File: src/rtl/core/pbd_pkg.sv
// Shared types, constants and character tables of the PEM base64 decoder.
`default_nettype none
package pbd_pkg;

	localparam int unsigned CAP_W            = 17;
	localparam int unsigned CAPACITY_MAX     = 65536;
	localparam logic [CAP_W-1:0] CAP_RESET   = 17'd8192;
	localparam int unsigned QUEUE_DEPTH_DEF  = 4;

	localparam logic       KIND_DATA   = 1'b0;
	localparam logic       KIND_STATUS = 1'b1;

	localparam logic [1:0] ST_OK       = 2'd0;
	localparam logic [1:0] ST_EMPTY    = 2'd1;
	localparam logic [1:0] ST_OVERFLOW = 2'd2;

	localparam logic       WORD_BEGIN  = 1'b0;
	localparam logic       WORD_END    = 1'b1;

	localparam logic [7:0] CH_HYPHEN   = 8'h2D;
	localparam logic [7:0] CH_NEWLINE  = 8'h0A;
	localparam logic [7:0] CH_PLUS     = 8'h2B;
	localparam logic [7:0] CH_SLASH    = 8'h2F;
	localparam logic [7:0] CH_B        = 8'h42;
	localparam logic [7:0] CH_D        = 8'h44;
	localparam logic [7:0] CH_E        = 8'h45;
	localparam logic [7:0] CH_G        = 8'h47;
	localparam logic [7:0] CH_I        = 8'h49;
	localparam logic [7:0] CH_N        = 8'h4E;

	localparam logic [2:0] HYPHEN_SAT  = 3'd5;
	localparam logic [2:0] LEN_BEGIN   = 3'd5;
	localparam logic [2:0] LEN_END     = 3'd3;

	typedef enum logic [1:0] {
		MODE_NORMAL,
		MODE_SKIP,
		MODE_ENDED
	} front_mode_t;

	typedef struct packed {
		logic [7:0] text_char;
		logic       is_last;
	} in_item_t;

	typedef struct packed {
		logic             item_kind;
		logic [7:0]       data_byte;
		logic [1:0]       status_code;
		logic [CAP_W-1:0] byte_count;
		logic             last_of_run;
	} out_item_t;

	// One classified character: held letters to release, then one symbol, then status.
	typedef struct packed {
		logic       flush_sel;
		logic [2:0] flush_len;
		logic       sym_valid;
		logic [5:0] sym;
		logic       is_last;
	} entry_t;

	function automatic logic is_b64(input logic [7:0] c);
		return (c >= 8'h41 && c <= 8'h5A) || (c >= 8'h61 && c <= 8'h7A) ||
			(c >= 8'h30 && c <= 8'h39) || c == CH_PLUS || c == CH_SLASH;
	endfunction

	function automatic logic [5:0] sym_value(input logic [7:0] c);
		logic [5:0] v;
		v = 6'd0;
		if (c >= 8'h41 && c <= 8'h5A) v = 6'(c - 8'h41);
		else if (c >= 8'h61 && c <= 8'h7A) v = 6'(c - 8'h61 + 8'd26);
		else if (c >= 8'h30 && c <= 8'h39) v = 6'(c - 8'h30 + 8'd52);
		else if (c == CH_PLUS) v = 6'd62;
		else if (c == CH_SLASH) v = 6'd63;
		return v;
	endfunction

	// Letter at a position of the marker word.
	function automatic logic [7:0] word_char(input logic sel, input logic [2:0] idx);
		logic [7:0] ch;
		ch = 8'h00;
		if (sel == WORD_END) begin
			case (idx)
				3'd0: ch = CH_E;
				3'd1: ch = CH_N;
				3'd2: ch = CH_D;
				default: ch = 8'h00;
			endcase
		end else begin
			case (idx)
				3'd0: ch = CH_B;
				3'd1: ch = CH_E;
				3'd2: ch = CH_G;
				3'd3: ch = CH_I;
				3'd4: ch = CH_N;
				default: ch = 8'h00;
			endcase
		end
		return ch;
	endfunction

	function automatic logic [5:0] held_symbol(input logic sel, input logic [2:0] idx);
		return sym_value(word_char(sel, idx));
	endfunction

endpackage
`default_nettype wire

File: src/rtl/core/pbd_chan_if.sv
// Valid/ready channel carrying one payload item per transfer.
`default_nettype none
interface pbd_chan_if #(parameter type payload_t = logic [7:0]);
	logic     valid;
	logic     ready;
	payload_t payload;

	modport source (output valid, output payload, input ready);
	modport sink (input valid, input payload, output ready);
endinterface
`default_nettype wire

File: src/rtl/core/pbd_front.sv
// Front end: accepts characters, tracks hyphen runs and marker words, classifies.
`default_nettype none
module pbd_front import pbd_pkg::*; (
	input  wire logic   clk,
	input  wire logic   arst_n,
	pbd_chan_if.sink    chars,
	input  wire logic   q_full,
	output logic        q_push,
	output entry_t      q_entry
);

	front_mode_t mode_q, mode_d, mode_t;
	logic [2:0]  hyph_q, hyph_d, hyph_t;
	logic        sel_q, sel_d, sel_t;
	logic [2:0]  hlen_q, hlen_d, hlen_t;

	logic        accept;
	logic [7:0]  c;
	logic        matched;
	logic [2:0]  hlen_inc;
	logic [2:0]  wlen;
	logic        take_flush;
	logic        take_sym;

	assign chars.ready = !q_full;
	assign accept      = chars.valid && chars.ready;
	assign c           = chars.payload.text_char;
	assign hlen_inc    = 3'(hlen_q + 3'd1);
	assign wlen        = (sel_q == WORD_END) ? LEN_END : LEN_BEGIN;
	assign matched     = (hlen_q != 3'd0) && (c == word_char(sel_q, hlen_q));

	// Effect of one character on the classifier, before end-of-text handling.
	always_comb begin
		mode_t     = mode_q;
		hyph_t     = hyph_q;
		sel_t      = sel_q;
		hlen_t     = hlen_q;
		take_flush = 1'b0;
		take_sym   = 1'b0;
		unique case (mode_q)
			MODE_SKIP: begin
				if (c == CH_NEWLINE) mode_t = MODE_NORMAL;
			end
			MODE_ENDED: begin
			end
			MODE_NORMAL: begin
				if (matched) begin
					if (hlen_inc == wlen) begin
						mode_t = (sel_q == WORD_END) ? MODE_ENDED : MODE_SKIP;
						hlen_t = 3'd0;
						sel_t  = WORD_BEGIN;
						hyph_t = 3'd0;
					end else begin
						hlen_t = hlen_inc;
					end
				end else begin
					take_flush = (hlen_q != 3'd0);
					hlen_t     = 3'd0;
					sel_t      = WORD_BEGIN;
					if (c == CH_HYPHEN) begin
						if (hlen_q != 3'd0) hyph_t = 3'd1;
						else if (hyph_q < HYPHEN_SAT) hyph_t = 3'(hyph_q + 3'd1);
					end else if (hlen_q == 3'd0 && hyph_q == HYPHEN_SAT &&
							(c == CH_B || c == CH_E)) begin
						sel_t  = (c == CH_E) ? WORD_END : WORD_BEGIN;
						hlen_t = 3'd1;
					end else begin
						hyph_t   = 3'd0;
						take_sym = is_b64(c);
					end
				end
			end
			default: begin
			end
		endcase
	end

	// Next state: end of text returns everything to reset.
	always_comb begin
		mode_d = mode_q;
		hyph_d = hyph_q;
		sel_d  = sel_q;
		hlen_d = hlen_q;
		if (accept) begin
			if (chars.payload.is_last) begin
				mode_d = MODE_NORMAL;
				hyph_d = 3'd0;
				sel_d  = WORD_BEGIN;
				hlen_d = 3'd0;
			end else begin
				mode_d = mode_t;
				hyph_d = hyph_t;
				sel_d  = sel_t;
				hlen_d = hlen_t;
			end
		end
	end

	// Outputs: entry for the queue.
	always_comb begin
		q_entry.flush_sel = WORD_BEGIN;
		q_entry.flush_len = 3'd0;
		q_entry.sym_valid = take_sym;
		q_entry.sym       = sym_value(c);
		q_entry.is_last   = chars.payload.is_last;
		if (take_flush) begin
			q_entry.flush_sel = sel_q;
			q_entry.flush_len = hlen_q;
		end else if (chars.payload.is_last && mode_t == MODE_NORMAL && hlen_t != 3'd0) begin
			// text ends with letters still held: release them before the status
			q_entry.flush_sel = sel_t;
			q_entry.flush_len = hlen_t;
		end
		q_push = accept && (take_flush || take_sym || chars.payload.is_last ||
			q_entry.flush_len != 3'd0);
	end

	always_ff @(posedge clk or negedge arst_n) begin
		if (!arst_n) begin
			mode_q <= MODE_NORMAL;
			hyph_q <= 3'd0;
			sel_q  <= WORD_BEGIN;
			hlen_q <= 3'd0;
		end else begin
			mode_q <= mode_d;
			hyph_q <= hyph_d;
			sel_q  <= sel_d;
			hlen_q <= hlen_d;
		end
	end

endmodule
`default_nettype wire

File: src/rtl/core/pbd_queue.sv
// Short first-in first-out queue of classified entries between front and back.
`default_nettype none
module pbd_queue import pbd_pkg::*; #(
	parameter int unsigned DEPTH = QUEUE_DEPTH_DEF
) (
	input  wire logic   clk,
	input  wire logic   arst_n,
	input  wire logic   push,
	input  wire entry_t push_entry,
	input  wire logic   pop,
	output entry_t      head,
	output logic        empty,
	output logic        full
);

	localparam int unsigned AW = (DEPTH > 1) ? $clog2(DEPTH) : 1;

	entry_t          slots_q [DEPTH];
	logic [AW-1:0]   wr_ptr_q;
	logic [AW-1:0]   rd_ptr_q;
	logic [AW:0]     count_q;

	assign empty = (count_q == '0);
	assign full  = (count_q == (AW+1)'(DEPTH));
	assign head  = slots_q[rd_ptr_q];

	always_ff @(posedge clk) begin
		if (push) slots_q[wr_ptr_q] <= push_entry;
	end

	always_ff @(posedge clk or negedge arst_n) begin
		if (!arst_n) begin
			wr_ptr_q <= '0;
			rd_ptr_q <= '0;
			count_q  <= '0;
		end else begin
			if (push) wr_ptr_q <= (wr_ptr_q == AW'(DEPTH-1)) ? '0 : AW'(wr_ptr_q + 1'b1);
			if (pop)  rd_ptr_q <= (rd_ptr_q == AW'(DEPTH-1)) ? '0 : AW'(rd_ptr_q + 1'b1);
			if (push && !pop)      count_q <= (AW+1)'(count_q + 1'b1);
			else if (pop && !push) count_q <= (AW+1)'(count_q - 1'b1);
		end
	end

endmodule
`default_nettype wire

File: src/rtl/core/pbd_back.sv
// Back end: decodes queued symbols into bytes, checks capacity, issues status.
`default_nettype none
module pbd_back import pbd_pkg::*; (
	input  wire logic             clk,
	input  wire logic             arst_n,
	input  wire entry_t           head,
	input  wire logic             empty,
	input  wire logic [CAP_W-1:0] capacity,
	output logic                  pop,
	pbd_chan_if.source            results
);

	logic [11:0]      acc_q;
	logic [2:0]       pend_q;
	logic [CAP_W-1:0] bytes_q;
	logic             ovf_q;
	logic [2:0]       idx_q;
	logic             out_valid_q;
	out_item_t        out_q;

	logic [CAP_W-1:0] cap_eff;
	logic [2:0]       n_sym;
	logic [2:0]       total;
	logic             sym_step;
	logic [5:0]       cur_sym;
	logic [11:0]      acc_n;
	logic [3:0]       p6;
	logic             full_byte;
	logic [2:0]       pend_n;
	logic [7:0]       byte_n;
	logic             cap_hit;
	logic [2:0]       later;
	logic             later_emit;
	logic             room_after;
	logic             out_free;
	logic             fire;
	logic             emit_byte;
	logic             emit_status;

	assign cap_eff    = ({15'd0, capacity} > 32'(CAPACITY_MAX)) ?
		CAP_W'(CAPACITY_MAX) : capacity;
	assign n_sym      = 3'(head.flush_len + {2'b00, head.sym_valid});
	assign total      = 3'(n_sym + {2'b00, head.is_last});
	assign sym_step   = (idx_q < n_sym);
	assign cur_sym    = (idx_q < head.flush_len) ? held_symbol(head.flush_sel, idx_q) : head.sym;
	assign acc_n      = {acc_q[5:0], cur_sym};
	assign p6         = {1'b0, pend_q} + 4'd6;
	assign full_byte  = (p6 >= 4'd8);
	assign pend_n     = full_byte ? 3'(p6 - 4'd8) : p6[2:0];
	assign byte_n     = 8'(acc_n >> pend_n);
	assign cap_hit    = (bytes_q >= cap_eff);
	assign later      = 3'(n_sym - idx_q - 3'd1);
	// a symbol from empty pending bits yields no byte; from any other it does
	assign later_emit = (later >= 3'd2) || (later == 3'd1 && pend_n != 3'd0);
	assign room_after = ({1'b0, bytes_q} + 18'd1) < {1'b0, cap_eff};

	assign out_free    = !out_valid_q || results.ready;
	assign fire        = !empty && out_free;
	assign emit_byte   = fire && sym_step && !ovf_q && full_byte && !cap_hit;
	assign emit_status = fire && !sym_step;
	assign pop         = fire && (3'(idx_q + 3'd1) == total);

	assign results.valid   = out_valid_q;
	assign results.payload = out_q;

	always_ff @(posedge clk or negedge arst_n) begin
		if (!arst_n) begin
			acc_q       <= '0;
			pend_q      <= '0;
			bytes_q     <= '0;
			ovf_q       <= 1'b0;
			idx_q       <= '0;
			out_valid_q <= 1'b0;
		end else begin
			if (fire) begin
				idx_q <= pop ? 3'd0 : 3'(idx_q + 3'd1);
				if (sym_step) begin
					if (!ovf_q) begin
						acc_q  <= acc_n;
						pend_q <= pend_n;
						if (full_byte) begin
							if (cap_hit) ovf_q <= 1'b1;
							else bytes_q <= CAP_W'(bytes_q + 1'b1);
						end
					end
				end else begin
					// status closes the text: start the next one clean
					acc_q   <= '0;
					pend_q  <= '0;
					bytes_q <= '0;
					ovf_q   <= 1'b0;
				end
			end
			if (emit_byte || emit_status) out_valid_q <= 1'b1;
			else if (results.ready) out_valid_q <= 1'b0;
		end
	end

	always_ff @(posedge clk) begin
		if (emit_byte) begin
			out_q.item_kind   <= KIND_DATA;
			out_q.data_byte   <= byte_n;
			out_q.status_code <= ST_OK;
			out_q.byte_count  <= '0;
			out_q.last_of_run <= !head.is_last && !(later_emit && room_after);
		end else if (emit_status) begin
			out_q.item_kind   <= KIND_STATUS;
			out_q.data_byte   <= 8'd0;
			out_q.status_code <= ovf_q ? ST_OVERFLOW :
				((bytes_q != '0) ? ST_OK : ST_EMPTY);
			out_q.byte_count  <= bytes_q;
			out_q.last_of_run <= 1'b1;
		end
	end

endmodule
`default_nettype wire

File: src/rtl/core/pem_base64_decoder.sv
// Timing: a result is registered when the decode unit takes its entry; a character's
// entry is first written into the queue and then read from it by the decode unit.
// Throughput: one character per cycle while the queue is not full; an entry holds the decode
// unit for each released marker letter, for its own symbol and for a status item, and the
// queue, four entries by default, absorbs the burst, stalling input only when full.
// Reset: arst_n clears all decode state and sets capacity_q to 8192.
`default_nettype none
module pem_base64_decoder import pbd_pkg::*; #(
	parameter int unsigned QUEUE_DEPTH = QUEUE_DEPTH_DEF
) (
	input  wire logic  clk,
	input  wire logic  arst_n,
	pbd_chan_if.sink   chars,
	pbd_chan_if.sink   cfg,
	pbd_chan_if.source results
);

	logic [CAP_W-1:0] capacity_q;
	logic             q_push;
	logic             q_pop;
	logic             q_full;
	logic             q_empty;
	entry_t           q_entry;
	entry_t           q_head;

	assign cfg.ready = 1'b1;

	always_ff @(posedge clk or negedge arst_n) begin
		if (!arst_n) capacity_q <= CAP_RESET;
		else if (cfg.valid && cfg.ready) capacity_q <= CAP_W'(cfg.payload);
	end

	pbd_front u_front (
		.clk     (clk),
		.arst_n  (arst_n),
		.chars   (chars),
		.q_full  (q_full),
		.q_push  (q_push),
		.q_entry (q_entry)
	);

	pbd_queue #(
		.DEPTH (QUEUE_DEPTH)
	) u_queue (
		.clk        (clk),
		.arst_n     (arst_n),
		.push       (q_push),
		.push_entry (q_entry),
		.pop        (q_pop),
		.head       (q_head),
		.empty      (q_empty),
		.full       (q_full)
	);

	pbd_back u_back (
		.clk      (clk),
		.arst_n   (arst_n),
		.head     (q_head),
		.empty    (q_empty),
		.capacity (capacity_q),
		.pop      (q_pop),
		.results  (results)
	);

`ifndef SYNTHESIS
	a_no_push_when_full: assert property (@(posedge clk) disable iff (!arst_n)
		q_push |-> !q_full)
		else $error("entry pushed into full queue");

	a_no_pop_when_empty: assert property (@(posedge clk) disable iff (!arst_n)
		q_pop |-> !q_empty)
		else $error("entry popped from empty queue");

	a_data_fields_clear: assert property (@(posedge clk) disable iff (!arst_n)
		(results.valid && results.payload.item_kind == KIND_DATA) |->
		(results.payload.status_code == ST_OK && results.payload.byte_count == '0))
		else $error("data item carries status fields");
`endif

endmodule
`default_nettype wire

File: src/flat_wrapper.sv
// flat-port wrapper written by rule: the top's interface ports become plain ports
module pem_base64_decoder_flat import pbd_pkg::*;
#(
	parameter int unsigned QUEUE_DEPTH = QUEUE_DEPTH_DEF
)
  (clk, arst_n, chars_valid, chars_payload, chars_ready, cfg_valid, cfg_payload, cfg_ready, results_valid, results_payload, results_ready);
  pbd_chan_if #(.payload_t(in_item_t)) chars_i ();
  pbd_chan_if #(.payload_t(logic [CAP_W-1:0])) cfg_i ();
  pbd_chan_if #(.payload_t(out_item_t)) results_i ();
  input  wire logic clk;
  input  wire logic arst_n;
  input wire logic [$bits(chars_i.valid)-1:0] chars_valid;
  input wire logic [$bits(chars_i.payload)-1:0] chars_payload;
  output wire logic [$bits(chars_i.ready)-1:0] chars_ready;
  input wire logic [$bits(cfg_i.valid)-1:0] cfg_valid;
  input wire logic [$bits(cfg_i.payload)-1:0] cfg_payload;
  output wire logic [$bits(cfg_i.ready)-1:0] cfg_ready;
  output wire logic [$bits(results_i.valid)-1:0] results_valid;
  output wire logic [$bits(results_i.payload)-1:0] results_payload;
  input wire logic [$bits(results_i.ready)-1:0] results_ready;
  assign chars_i.valid = chars_valid;
  assign chars_i.payload = chars_payload;
  assign chars_ready = chars_i.ready;
  assign cfg_i.valid = cfg_valid;
  assign cfg_i.payload = cfg_payload;
  assign cfg_ready = cfg_i.ready;
  assign results_valid = results_i.valid;
  assign results_payload = results_i.payload;
  assign results_i.ready = results_ready;
  pem_base64_decoder #(.QUEUE_DEPTH(QUEUE_DEPTH)) u_core (.clk(clk), .arst_n(arst_n), .chars(chars_i), .cfg(cfg_i), .results(results_i));
endmodule
File: config.mk
export PLATFORM = sky130hd
export DESIGN_NAME = pem_base64_decoder_flat
export DESIGN_NICKNAME = d
export VERILOG_FILES = /design/src/rtl/core/pbd_pkg.sv /design/src/rtl/core/pbd_chan_if.sv /design/src/rtl/core/pbd_front.sv /design/src/rtl/core/pbd_queue.sv /design/src/rtl/core/pbd_back.sv /design/src/rtl/core/pem_base64_decoder.sv /design/src/flat_wrapper.sv
export SDC_FILE = /design/constraint.sdc
export NUM_CORES = 1
export LEC_CHECK = 0
export ABC_AREA = 0
export BUFFER_PORTS_ARGS = -buffer_cell sky130_fd_sc_hd__buf_2
export CAP_MARGIN = 20
export CORE_MARGIN = 3
export CORE_UTILIZATION = 65
export CTS_CLUSTER_SIZE = 10
export DETAILED_ROUTE_END_ITERATION = 7
export PLACE_DENSITY_LB_ADDON = 0.25
export RECOVER_POWER = 25
export SETUP_SLACK_MARGIN = 0.05
export SYNTH_ARGS = -nofsm -noshare
export SYNTH_HDL_FRONTEND = slang
export SYNTH_SLANG_ARGS = --single-unit
File: constraint.sdc
create_clock -name clk -period 7.8 [get_ports clk]
set_clock_uncertainty 0.05 [all_clocks]
set_input_delay 0.78 -clock clk [delete_from_list [all_inputs] [get_ports clk]]
set_output_delay 0.78 -clock clk [all_outputs]
set_load 0.03 [all_outputs]
# Word level (Yosys, flattened, before mapping)
# Memories as Yosys holds them, arrays and structs flattened.
# Index checks and enable logic that the tools add are counted.
[op_classes]
add_sub_neg = 25
magnitude_cmp = 20
n_eq_ne = 31
n_shift = 1
muxes = 80
reduce_logical = 63
[ops]
columns = ["operator", "count"]
rows = [
  ["17-bit two-way mux", 5],
  ["6-bit two-way mux", 13],
  ["7-bit case mux with 5 select lines", 2],
  ["3-bit two-way mux", 19],
  ["28-bit two-way mux", 2],
  ["7-bit case mux with 3 select lines", 2],
  ["1-bit logical AND", 25],
  ["8-bit by 6-bit == test with 1-bit output (second input constant)", 3],
  ["1-bit two-way mux", 24],
  ["6-bit subtractor (second input constant)", 4],
  ["17-bit by 1-bit adder with 18-bit output (second input constant)", 1],
  ["18-bit by 17-bit < comparator with 1-bit output", 1],
  ["17-bit by 1-bit adder with 17-bit output (second input constant)", 1],
  ["17-bit greater-or-equal comparator", 1],
  ["17-bit greater-than comparator (second input constant)", 1],
  ["17-bit nonzero test", 1],
  ["8-bit by 7-bit == test with 1-bit output (second input constant)", 2],
  ["8-bit by 7-bit greater-or-equal comparator with 1-bit output (second input constant)", 2],
  ["8-bit by 7-bit <= comparator with 1-bit output (second input constant)", 2],
  ["2-bit two-way mux", 8],
  ["7-bit by 6-bit == test with 1-bit output (second input constant)", 2],
  ["7-bit greater-or-equal comparator (second input constant)", 2],
  ["7-bit <= comparator (second input constant)", 2],
  ["7-bit two-way mux", 2],
  ["other kinds (42)", 93],
]
[word_totals]
regBits = 93
mem_bits_rw = 48
input_bits = 31
output_inout_bits = 32
word_cells = 240
mem_count = 1
[mem_list]
columns = ["name", "words", "width", "rd", "rd_clocked_by_memory_dff", "wr", "line_no", "rtl"]
rows = [
  ["u_core.u_queue.slots_q", 4, 12, 1, 0, 1, "pbd_queue.sv:18", "entry_t slots_q [DEPTH];"],
]

# Logic depth before layout (Yosys ltp)
# Gate-level depths: netlist of run 1.
[logic_depth]
depth_word = 19
mapped_depth = 16
mapped_depth_nobuf = 14

# Modules after synthesis
# A second synthesis of run 1 with hierarchy kept.
[hier_totals]
cells_unflattened = 850
hier_area_um2 = 8794.7
[modules_own_cells]
columns = ["module", "n_inst", "cells_each", "area_each_um2", "seq_area_each_um2"]
rows = [
  ["pbd_back", 1, 493, 4311.6, 1421.4],
  ["pbd_queue", 1, 100, 2175.8, 1616.6],
  ["pbd_front", 1, 219, 1609.0, 225.2],
  ["pem_base64_decoder", 1, 38, 698.2, 426.7],
]

# Worst setup path after synthesis of run 1
# No wires, ideal clock.
[synth_path]
path_type = "register to register"
start = "reg u_core.u_queue.rd_ptr_q[0]"
end = "reg u_core.u_back.out_q, in the netlist u_core.u_back.results.payload[22] (data pin)"
setup_ns = 0.169
arrival_ns = 4.237
required_ns = 7.581
slack_ns = 3.344
stages_incl_launch_ff = 16
path_buffers = 4
synth_period_minus_slack_ns = 4.456
path_cell_list = "dfrtp_1 buf_2 buf_1 mux4_2 ha_1 ha_1 ha_1 nor2b_1 o21ai_0 or4b_2 nor2_1 and2_1 clkbuf_1 buf_1 o2111ai_1 o31ai_1"
[synth_via]
elab_chain_cells = 11
word_cells_on_any_way = 33
classes_between = "add/sub (6); order compare (8); eq/ne (2); shift (1); mux (8); reduce/logical (7); memory (1)"
[synth_lines]
columns = ["item", "line_no", "rtl"]
rows = [
  ["start: declaration", "pbd_queue.sv:20", "logic [AW-1:0] rd_ptr_q;"],
  ["start signal: assignment", "pbd_queue.sv:38", "if (pop) rd_ptr_q <= (rd_ptr_q == AW'(DEPTH-1)) ? '0 : AW'(rd_ptr_q + 1'b1);"],
  ["memory read 4 x 12 bit (*)", "-", ""],
  ["parallel branches: the longest is 9 deep, another holds 6-bit subtractor", "-", ""],
  ["28-bit two-way mux (*)", "pbd_back.sv:100", "if (emit_byte) begin"],
  ["end: declaration", "pbd_back.sv:19", "out_item_t out_q;"],
]
# Every way passes the cells marked *.
# A chain may end at the register's enable or synchronous reset.

# Worst setup path in the final report of run 1
[layout_path]
start = "reg u_core.u_queue.rd_ptr_q[0]"
end = "reg u_core.u_queue.count_q[1]"
[layout_via]
elab_chain_cells = 8
word_cells_on_any_way = 10
classes_between = "add/sub (2); eq/ne (1); mux (1); reduce/logical (5); memory (1)"
[layout_lines]
columns = ["item", "line_no", "rtl"]
rows = [
  ["memory read 4 x 12 bit (*)", "-", ""],
  ["3-bit by 1-bit adder with 3-bit output", "pbd_back.sv:42", "assign n_sym = 3'(head.flush_len + {2'b00, head.sym_valid});"],
  ["3-bit by 1-bit adder with 3-bit output (*)", "pbd_back.sv:43", "assign total = 3'(n_sym + {2'b00, head.is_last});"],
  ["3-bit == test (*)", "pbd_back.sv:61", "assign pop = fire && (3'(idx_q + 3'd1) == total);"],
  ["1-bit logical AND (*)", "pbd_back.sv:61", ""],
  ["1-bit logical NOT", "pbd_queue.sv:39", "if (push && !pop) count_q <= (AW+1)'(count_q + 1'b1);"],
  ["1-bit logical AND", "pbd_queue.sv:39", ""],
  ["3-bit two-way mux or 2-bit nonzero test (tied branches)", "-", ""],
  ["end signal: assignment", "pbd_queue.sv:39", ""],
  ["end signal: assignment", "pbd_queue.sv:40", "else if (pop && !push) count_q <= (AW+1)'(count_q - 1'b1);"],
  ["end: declaration", "pbd_queue.sv:21", "logic [AW:0] count_q;"],
]
# Mark *: on every way between the ends. The rest lies on a longest branch, timed or not.

==> results of run 1 <==
[worst paths after layout]
check                                                        end  slack, ns
worst max-delay path                   u_core.u_queue.count_q[1]       3.21
worst min-delay path            u_core.u_back.results.payload[3]       0.40
worst max register to register         u_core.u_queue.count_q[1]       3.21
worst min register to register  u_core.u_back.results.payload[3]       0.40
max in group asynchronous             u_core.u_queue.rd_ptr_q[0]       4.25
min in group asynchronous               u_core.u_front.mode_q[0]       1.54
[power by group through the flow]
stage               Clock (mW)  Sequential [mW]  Combinational (mW)
global route             0.904             1.08                1.74
global placement             0             1.06                1.43
CTS                      0.866             1.06                1.53
detailed placement           0             1.07                1.51
floorplan                    0             1.07                1.14
finish                   0.856             1.06                1.57
[cells by family after synthesis]
kind of cell	count (synthesis)
AOI/OAI and AO/OA	189
and+or+nand+nor	269
xor gates and xnor gates	30
adders and majority gates	77
buffers and inverters	82
DFF	140
other	1
muxes	45
[tightest hold or removal path, cell delays in order (launching register included)]
cell,delay [ns]
dfxtp_1,0.30
nand2_1,0.05
a21oi_1,0.05
[through the flow]
stage	hold slack (ns)	cells
after CTS	0.405	1063
after global routing	0.426	1065
after global placement	0.390	1031
final	0.402	1065
after floorplan	0.400	833
after detailed placement	0.395	1031
[area by class of cell]
| type | instances | area share (%) |
|---|---|---|
| timing repair buffer | 67 | 3.80 |
| clock inverter | 12 | 2.06 |
| multi-input combinational | 611 | 46.9 |
| clock buffer | 20 | 4.59 |
| inverter | 43 | 1.69 |
| sequential | 140 | 38.7 |
| tap | 172 | 2.26 |
[metal layers]
| metal | global-route usage [%] | up-vias |
|---|---|---|
| met2 | 51.0 | 253 |
| li1 | - | 3153 |
| met4 | 10.4 | 0 |
| met3 | 4.68 | 39 |
| met1 | 33.4 | 3191 |
| met5 | 0 | - |
[synthesized netlist by cell type, drive strengths merged, types with 8 or more instances]
cell    number
nor2        45
mux2        24
nand2b       8
mux4        12
dfrtp       62
a211oi      14
a21o        11
buf         10
a21oi       52
mux2i        9
and3         8
clkbuf      29
edfxtp      57
dfxtp       20
nor3        15
and2         9
inv         42
nor4        15
nand3       18
nor2b       11
o31ai        9
a22o        17
nand2      110
xnor2       20
ha          75
xor2        10
o21ai       36
[state kept, by name, summed over array words and instances, names as in the netlist, 2 cells and up]
register and cells:
u_core.u_queue.slots_q 48, u_core.u_back.results.payload 29, u_core.capacity_q 17, u_core.u_back.bytes_q 17, u_core.u_back.acc_q 6, u_core.u_back.idx_q 3, u_core.u_front.hlen_q 3, u_core.u_front.hyph_q 3
u_core.u_queue.count_q 3, u_core.u_back.pend_q 2, u_core.u_front.mode_q 2, u_core.u_queue.rd_ptr_q 2, u_core.u_queue.wr_ptr_q 2
==> flow_summary.yaml, run 1 <==
run_status:
  outcome: "complete, but fails checks"
  failed_checks: "max-capacitance violations, max-slew violations"
clock_tree:
  tritoncts: "built"
  ctsHoldBuffers: 0
  htreeDepth: 4
  insertion_delay_ns: 0.41
  cts_made_buffers: 17
  clkSinkCount: 140
  cts.repair.resized: 0
  clkTransAtPathRegs_ns: 0.06
  cts_max_path_buffers: 2
  cts_setup_buffers: 0
  cts-root-buf: "clkbuf_16"
setup_path:
  crit_path_cell_trace: "mux4_2 > ha_1 > ha_1 > ha_1 > xor2_1 > nor4_2 > inv_1 > ha_1 > inv_1 > fa_1 > mux2_2"
  critPathBufInv: 2
  max_stage_delay_ns: 0.90
  crit_family: "adder cells"
  cp_common_cell: "ha_1"
  worstSetupPathDepth: 11
  cpMaxStageDelayCell: "dfrtp_1"
  crit_fanout: 15
  reg2regPathDepth: 11
  critical_path.startpoint: "u_core.u_queue.rd_ptr_q[0]"
  rr_startpoint: "u_core.u_queue.rd_ptr_q[0]"
  worstPathArrival_ns: 4.84
  worstPathRequired_ns: 8.05
  end_kind: "register"
  start_kind: "register"
  path_class: "register to register"
yosys:
  synth_area_leader_cell: "edfxtp_1"
  synth_ff_type: "dfrtp_1"
  synth-edff-count: 57
  async_reset_ff_share_pct: 45.0
  synth-simple-area-share_pct: 15.4
  synth_top_family_by_area: "simple AND/OR/NAND/NOR gates"
  synthAdderAreaFrac_pct: 11.5
  synth_top_cell_area_share_pct: 20.2
  yosys-mux-area-fraction_pct: 7.44
  synth_area_leaders: "edfxtp_1, dfrtp_1, ha_1"
  yosysUniqueCellTypes: 76
  avgSynthCellArea_um2: 10.2
  synth-compound-area-share_pct: 15.1
  synthesis.nets: 941
  synth_xor_area_share_pct: 3.10
  postSynthCellCount: 833
  yosysWarnings: 0
  syn_area_um2: 8470
  ys_seq_area_share_pct: 43.5
  synth-seq-cells: 140
final_layout:
  layout_common_cells: "nand2_1, ha_1, dfrtp_1"
  seq_area_um2: 3690
  final_cell_area_um2: 9520
  layout_commonest_cell: "nand2_1"
  nets: 988
  nFillCells: 847
  diodes: 0
  finish.utilization_pct: 75.2
  area_growth_pct: 12.4
  multi_input_area_um2: 4460
  drive_above_1_share_pct: 16.3
run:
  maxCapViolCount: 1
die:
  num_io_pins: 63
  start_util_pct: 66.9
  placementRows: 41
  die_area_um2: 14400
  dieWidth_um: 120
  dieHeight_um: 120
  core_area_um2: 12700
place:
  place.gp.congestion: 0.903
  placed_cell_area_um2: 8860
  dp_hpwl_um: 14100
  post-place-ws_ns: 2.72
  io_buffers: 61
grt:
  antenna_found_initial: 0
  overflow: 0
  grt_pass1_wl_um: 32200
  first_global_vias: 6547
  grt_start_max_net_pins: 64
  grt_usage_pct: 28.0
detailed_routing:
  dr_total_vias: 6636
  routed_wl_um: 19400
  vias_per_cell: 6.23
  remaining_drc_errors: 0
  first_pass_iters: 5
  ant_nets: 0
  drt-met1-wl_um: 7830
  highest_layer: "met4"
  wl_per_cell_um: 18.2
  drt_iter0_drc: 500
  wl_met2_um: 10100
  wl_met3_um: 985
timing:
  fin_setup_tns_ns: 0
  tightest_slew_ns: 3.37
  rsz0062_at_grt: "no"
  hold_viol: 0
  setup_viol: 0
  slew_violations: 64
  maxSlewHeadroom_pct: -125
  fin_crit_sh_pct: 58.9
  max_freq_mhz: 218
  min_period_ns: 4.59
  finalWorstSetupSlack_ns: 3.21
min_path:
  holdCritStartpoint: "u_core.u_back.results.payload[3]"
  whs_path_depth: 2
  hold_path.class: "register to register"
power:
  vdd_ir_drop_max_v: 0.000251
  cellPowerDensity_nw_per_um2: 366
  fin_total_pwr_mw: 3.48
  power.switching_mw: 1.38
  p_sw_share_pct: 39.5
  power.leakage_nw: 4.05
  seq_power_share_pct: 30.4
  internal_power_mw: 2.11
  combPwrFrac_pct: 45.0
  p_clk_share_pct: 24.6
No activity file was read; power rests on OpenSTA's default activity.
==> inputs of run 2 (changes only) <==
Settings changed: CORE_UTILIZATION 65 to 55.
Clock period 7.8 ns to 3.8 ns, I/O delays scaled along.
==> flow_summary.yaml, run 2 (synthesized netlist as in run 1, its figures left out) <==
run_status:
  outcome: "complete, but fails checks"
  failed_checks: "max-capacitance violations, max-slew violations"
place:
  place.gp.congestion: 0.945
  placed_cell_area_um2: 9100
  io_buffers: 61
  dp_hpwl_um: 14500
die:
  die_area_um2: 16900
  start_util_pct: 57.2
  dieHeight_um: 130
  placementRows: 44
  num_io_pins: 63
  dieWidth_um: 130
  core_area_um2: 14800
setup_path:
  worstPathArrival_ns: 3.84
  start_kind: "register"
  r2r_slack_ns: 0.24
  path_class: "register to register"
  rr_startpoint: "u_core.u_queue.rd_ptr_q[0]"
  worstPathRequired_ns: 4.08
  worstReg2RegEnd: "u_core.u_back.bytes_q[7]"
  end_kind: "register"
  reg2regPathDepth: 12
  crit_fanout: 7
grt:
  grt_start_max_net_pins: 36
  antenna_found_initial: 0
  grt_pass1_wl_um: 32200
  overflow: 0
  first_global_vias: 6618
  grt_usage_pct: 24.0
final_layout:
  nets: 1016
  largest_register_ffs: 48
  layout_commonest_cell: "nand2_1"
  area_growth_pct: 14.7
  drive_above_1_share_pct: 19.4
  largest_register: "u_core.u_queue.slots_q"
  diodes: 0
  final_cell_area_um2: 9720
  layout_common_cells: "nand2_1, ha_1, dfrtp_1"
clock_tree:
  tritoncts: "built"
  ctsHoldBuffers: 0
  insertion_delay_ns: 0.42
  clkTransAtPathRegs_ns: 0.06
  cts_made_buffers: 17
  clkSinkCount: 140
  htreeDepth: 4
  cts-root-buf: "clkbuf_16"
  cts_max_path_buffers: 2
detailed_routing:
  drt_iter0_drc: 613
  vias_per_cell: 6.08
  wl_per_cell_um: 17.5
  dr_total_vias: 6716
  routed_wl_um: 19300
  ant_nets: 0
  first_pass_iters: 7
  remaining_drc_errors: 0
min_path:
  holdCritStartpoint: "cfg_payload[16]"
  min_to: "u_core.capacity_q[16]"
  whs_path_depth: 3
  hold_path.class: "primary input to register"
timing:
  fin_crit_sh_pct: 93.6
  slew_violations: 66
  hold_viol: 0
  tightest_slew_ns: 1.91
  min_period_ns: 3.56
  max_freq_mhz: 281
  rsz0062_at_grt: "no"
  setup_viol: 0
  maxSlewHeadroom_pct: -27.4
  fin_setup_tns_ns: 0
power:
  seq_power_share_pct: 29.1
  cellPowerDensity_nw_per_um2: 745
  vdd_ir_drop_max_v: 0.000656
  p_clk_share_pct: 22.9
  combPwrFrac_pct: 48.0
  p_sw_share_pct: 40.1
  power.leakage_nw: 4.17
  internal_power_mw: 4.34
  power.switching_mw: 2.90
run:
  maxCapViolCount: 2
==> run 2: cell count changes in the layout (fill, tap and decap cells not counted), sizes merged <==
cell,delta
clkinv,+2
bufinv,-2
clkbuf,-2
clkinvlp,+1
inv,+2
buf,+27
==> run 2: what timing repair did <==
action	4_1_cts	5_1_grt
gates resized for setup	0	4
buffers inserted	0	1
endpoints found under the setup margin	0	30
==> run 2: cell type report <==
cell class | count | area (µm²)
multi-input combinational | 611 | 4480
clock buffer | 17 | 425
clock inverter | 15 | 171
sequential | 140 | 3690
timing repair buffer | 95 | 557
inverter | 43 | 161
fill | 1134 | 5090
tap | 184 | 230
==> run 2: metrics by stage <==
step	hold WS [ns]	setup slack, ns	power [mW]	instances	utilization [%]
2_1_floorplan	0.0344	0.0303	4.64	833	-
3_3_place_gp	0.387	0.222	5.36	1071	61.5
3_5_place_dp	0.395	0.176	5.53	1071	61.5
4_1_cts	0.0149	0.119	7.21	1103	65.5
5_1_grt	0.125	0.0528	7.75	1105	65.6
6_report	0.133	0.245	7.24	1105	65.6
==> run 2: worst max-delay path, stage by stage (launching register included) <==
cell and delay, ns:
dfrtp_2 0.40, mux4_2 0.52, ha_1 0.22, ha_1 0.30, ha_1 0.31, nor2b_1 0.13
o21ai_1 0.13, or4b_2 0.63, nor2_1 0.13, nand2_1 0.09, buf_4 0.17, or3_1 0.31
o21ai_0 0.08
==> run 2: power groups by stage <==
stage / logic, mW / clock network (mW) / registers (mW)
final: 3.47 / 1.66 / 2.10
after global routing: 3.85 / 1.76 / 2.14
after CTS: 3.42 / 1.69 / 2.10
after detailed placement: 3.39 / 0 / 2.13
after global placement: 3.25 / 0 / 2.11
after floorplan: 2.43 / 0 / 2.21
==> run 2: metal layers <==
layer | track usage (%) | up-vias | part of all wire (%)
li1 | - | 3194 | -
met1 | 29.0 | 3274 | 42
met2 | 42.5 | 218 | 51
met3 | 5.03 | 30 | 4.8
met4 | 8.01 | 0 | 2.1
met5 | 0 | - | 0
==> run 2: how the worst max path moves through the flow <==
| stage | startpoint | end | slack [ns] | depth (start not counted) |
|---|---|---|---|---|
| CTS | u_core.u_queue.rd_ptr_q[0] | u_core.u_back.bytes_q[6] | 0.12 | 12 |
| floorplan | u_core.u_queue.rd_ptr_q[0] | u_core.u_back.results.payload[22] | 0.03 | 15 |
| global route | u_core.u_front.hlen_q[0] | u_core.u_queue.count_q[2] | 0.05 | 14 |
| detailed placement | u_core.u_queue.rd_ptr_q[0] | u_core.u_back.results.payload[22] | 0.18 | 12 |
| finish | u_core.u_queue.rd_ptr_q[0] | u_core.u_back.bytes_q[7] | 0.24 | 12 |
| global placement | u_core.u_queue.rd_ptr_q[0] | u_core.u_queue.count_q[1] | 0.22 | 12 |
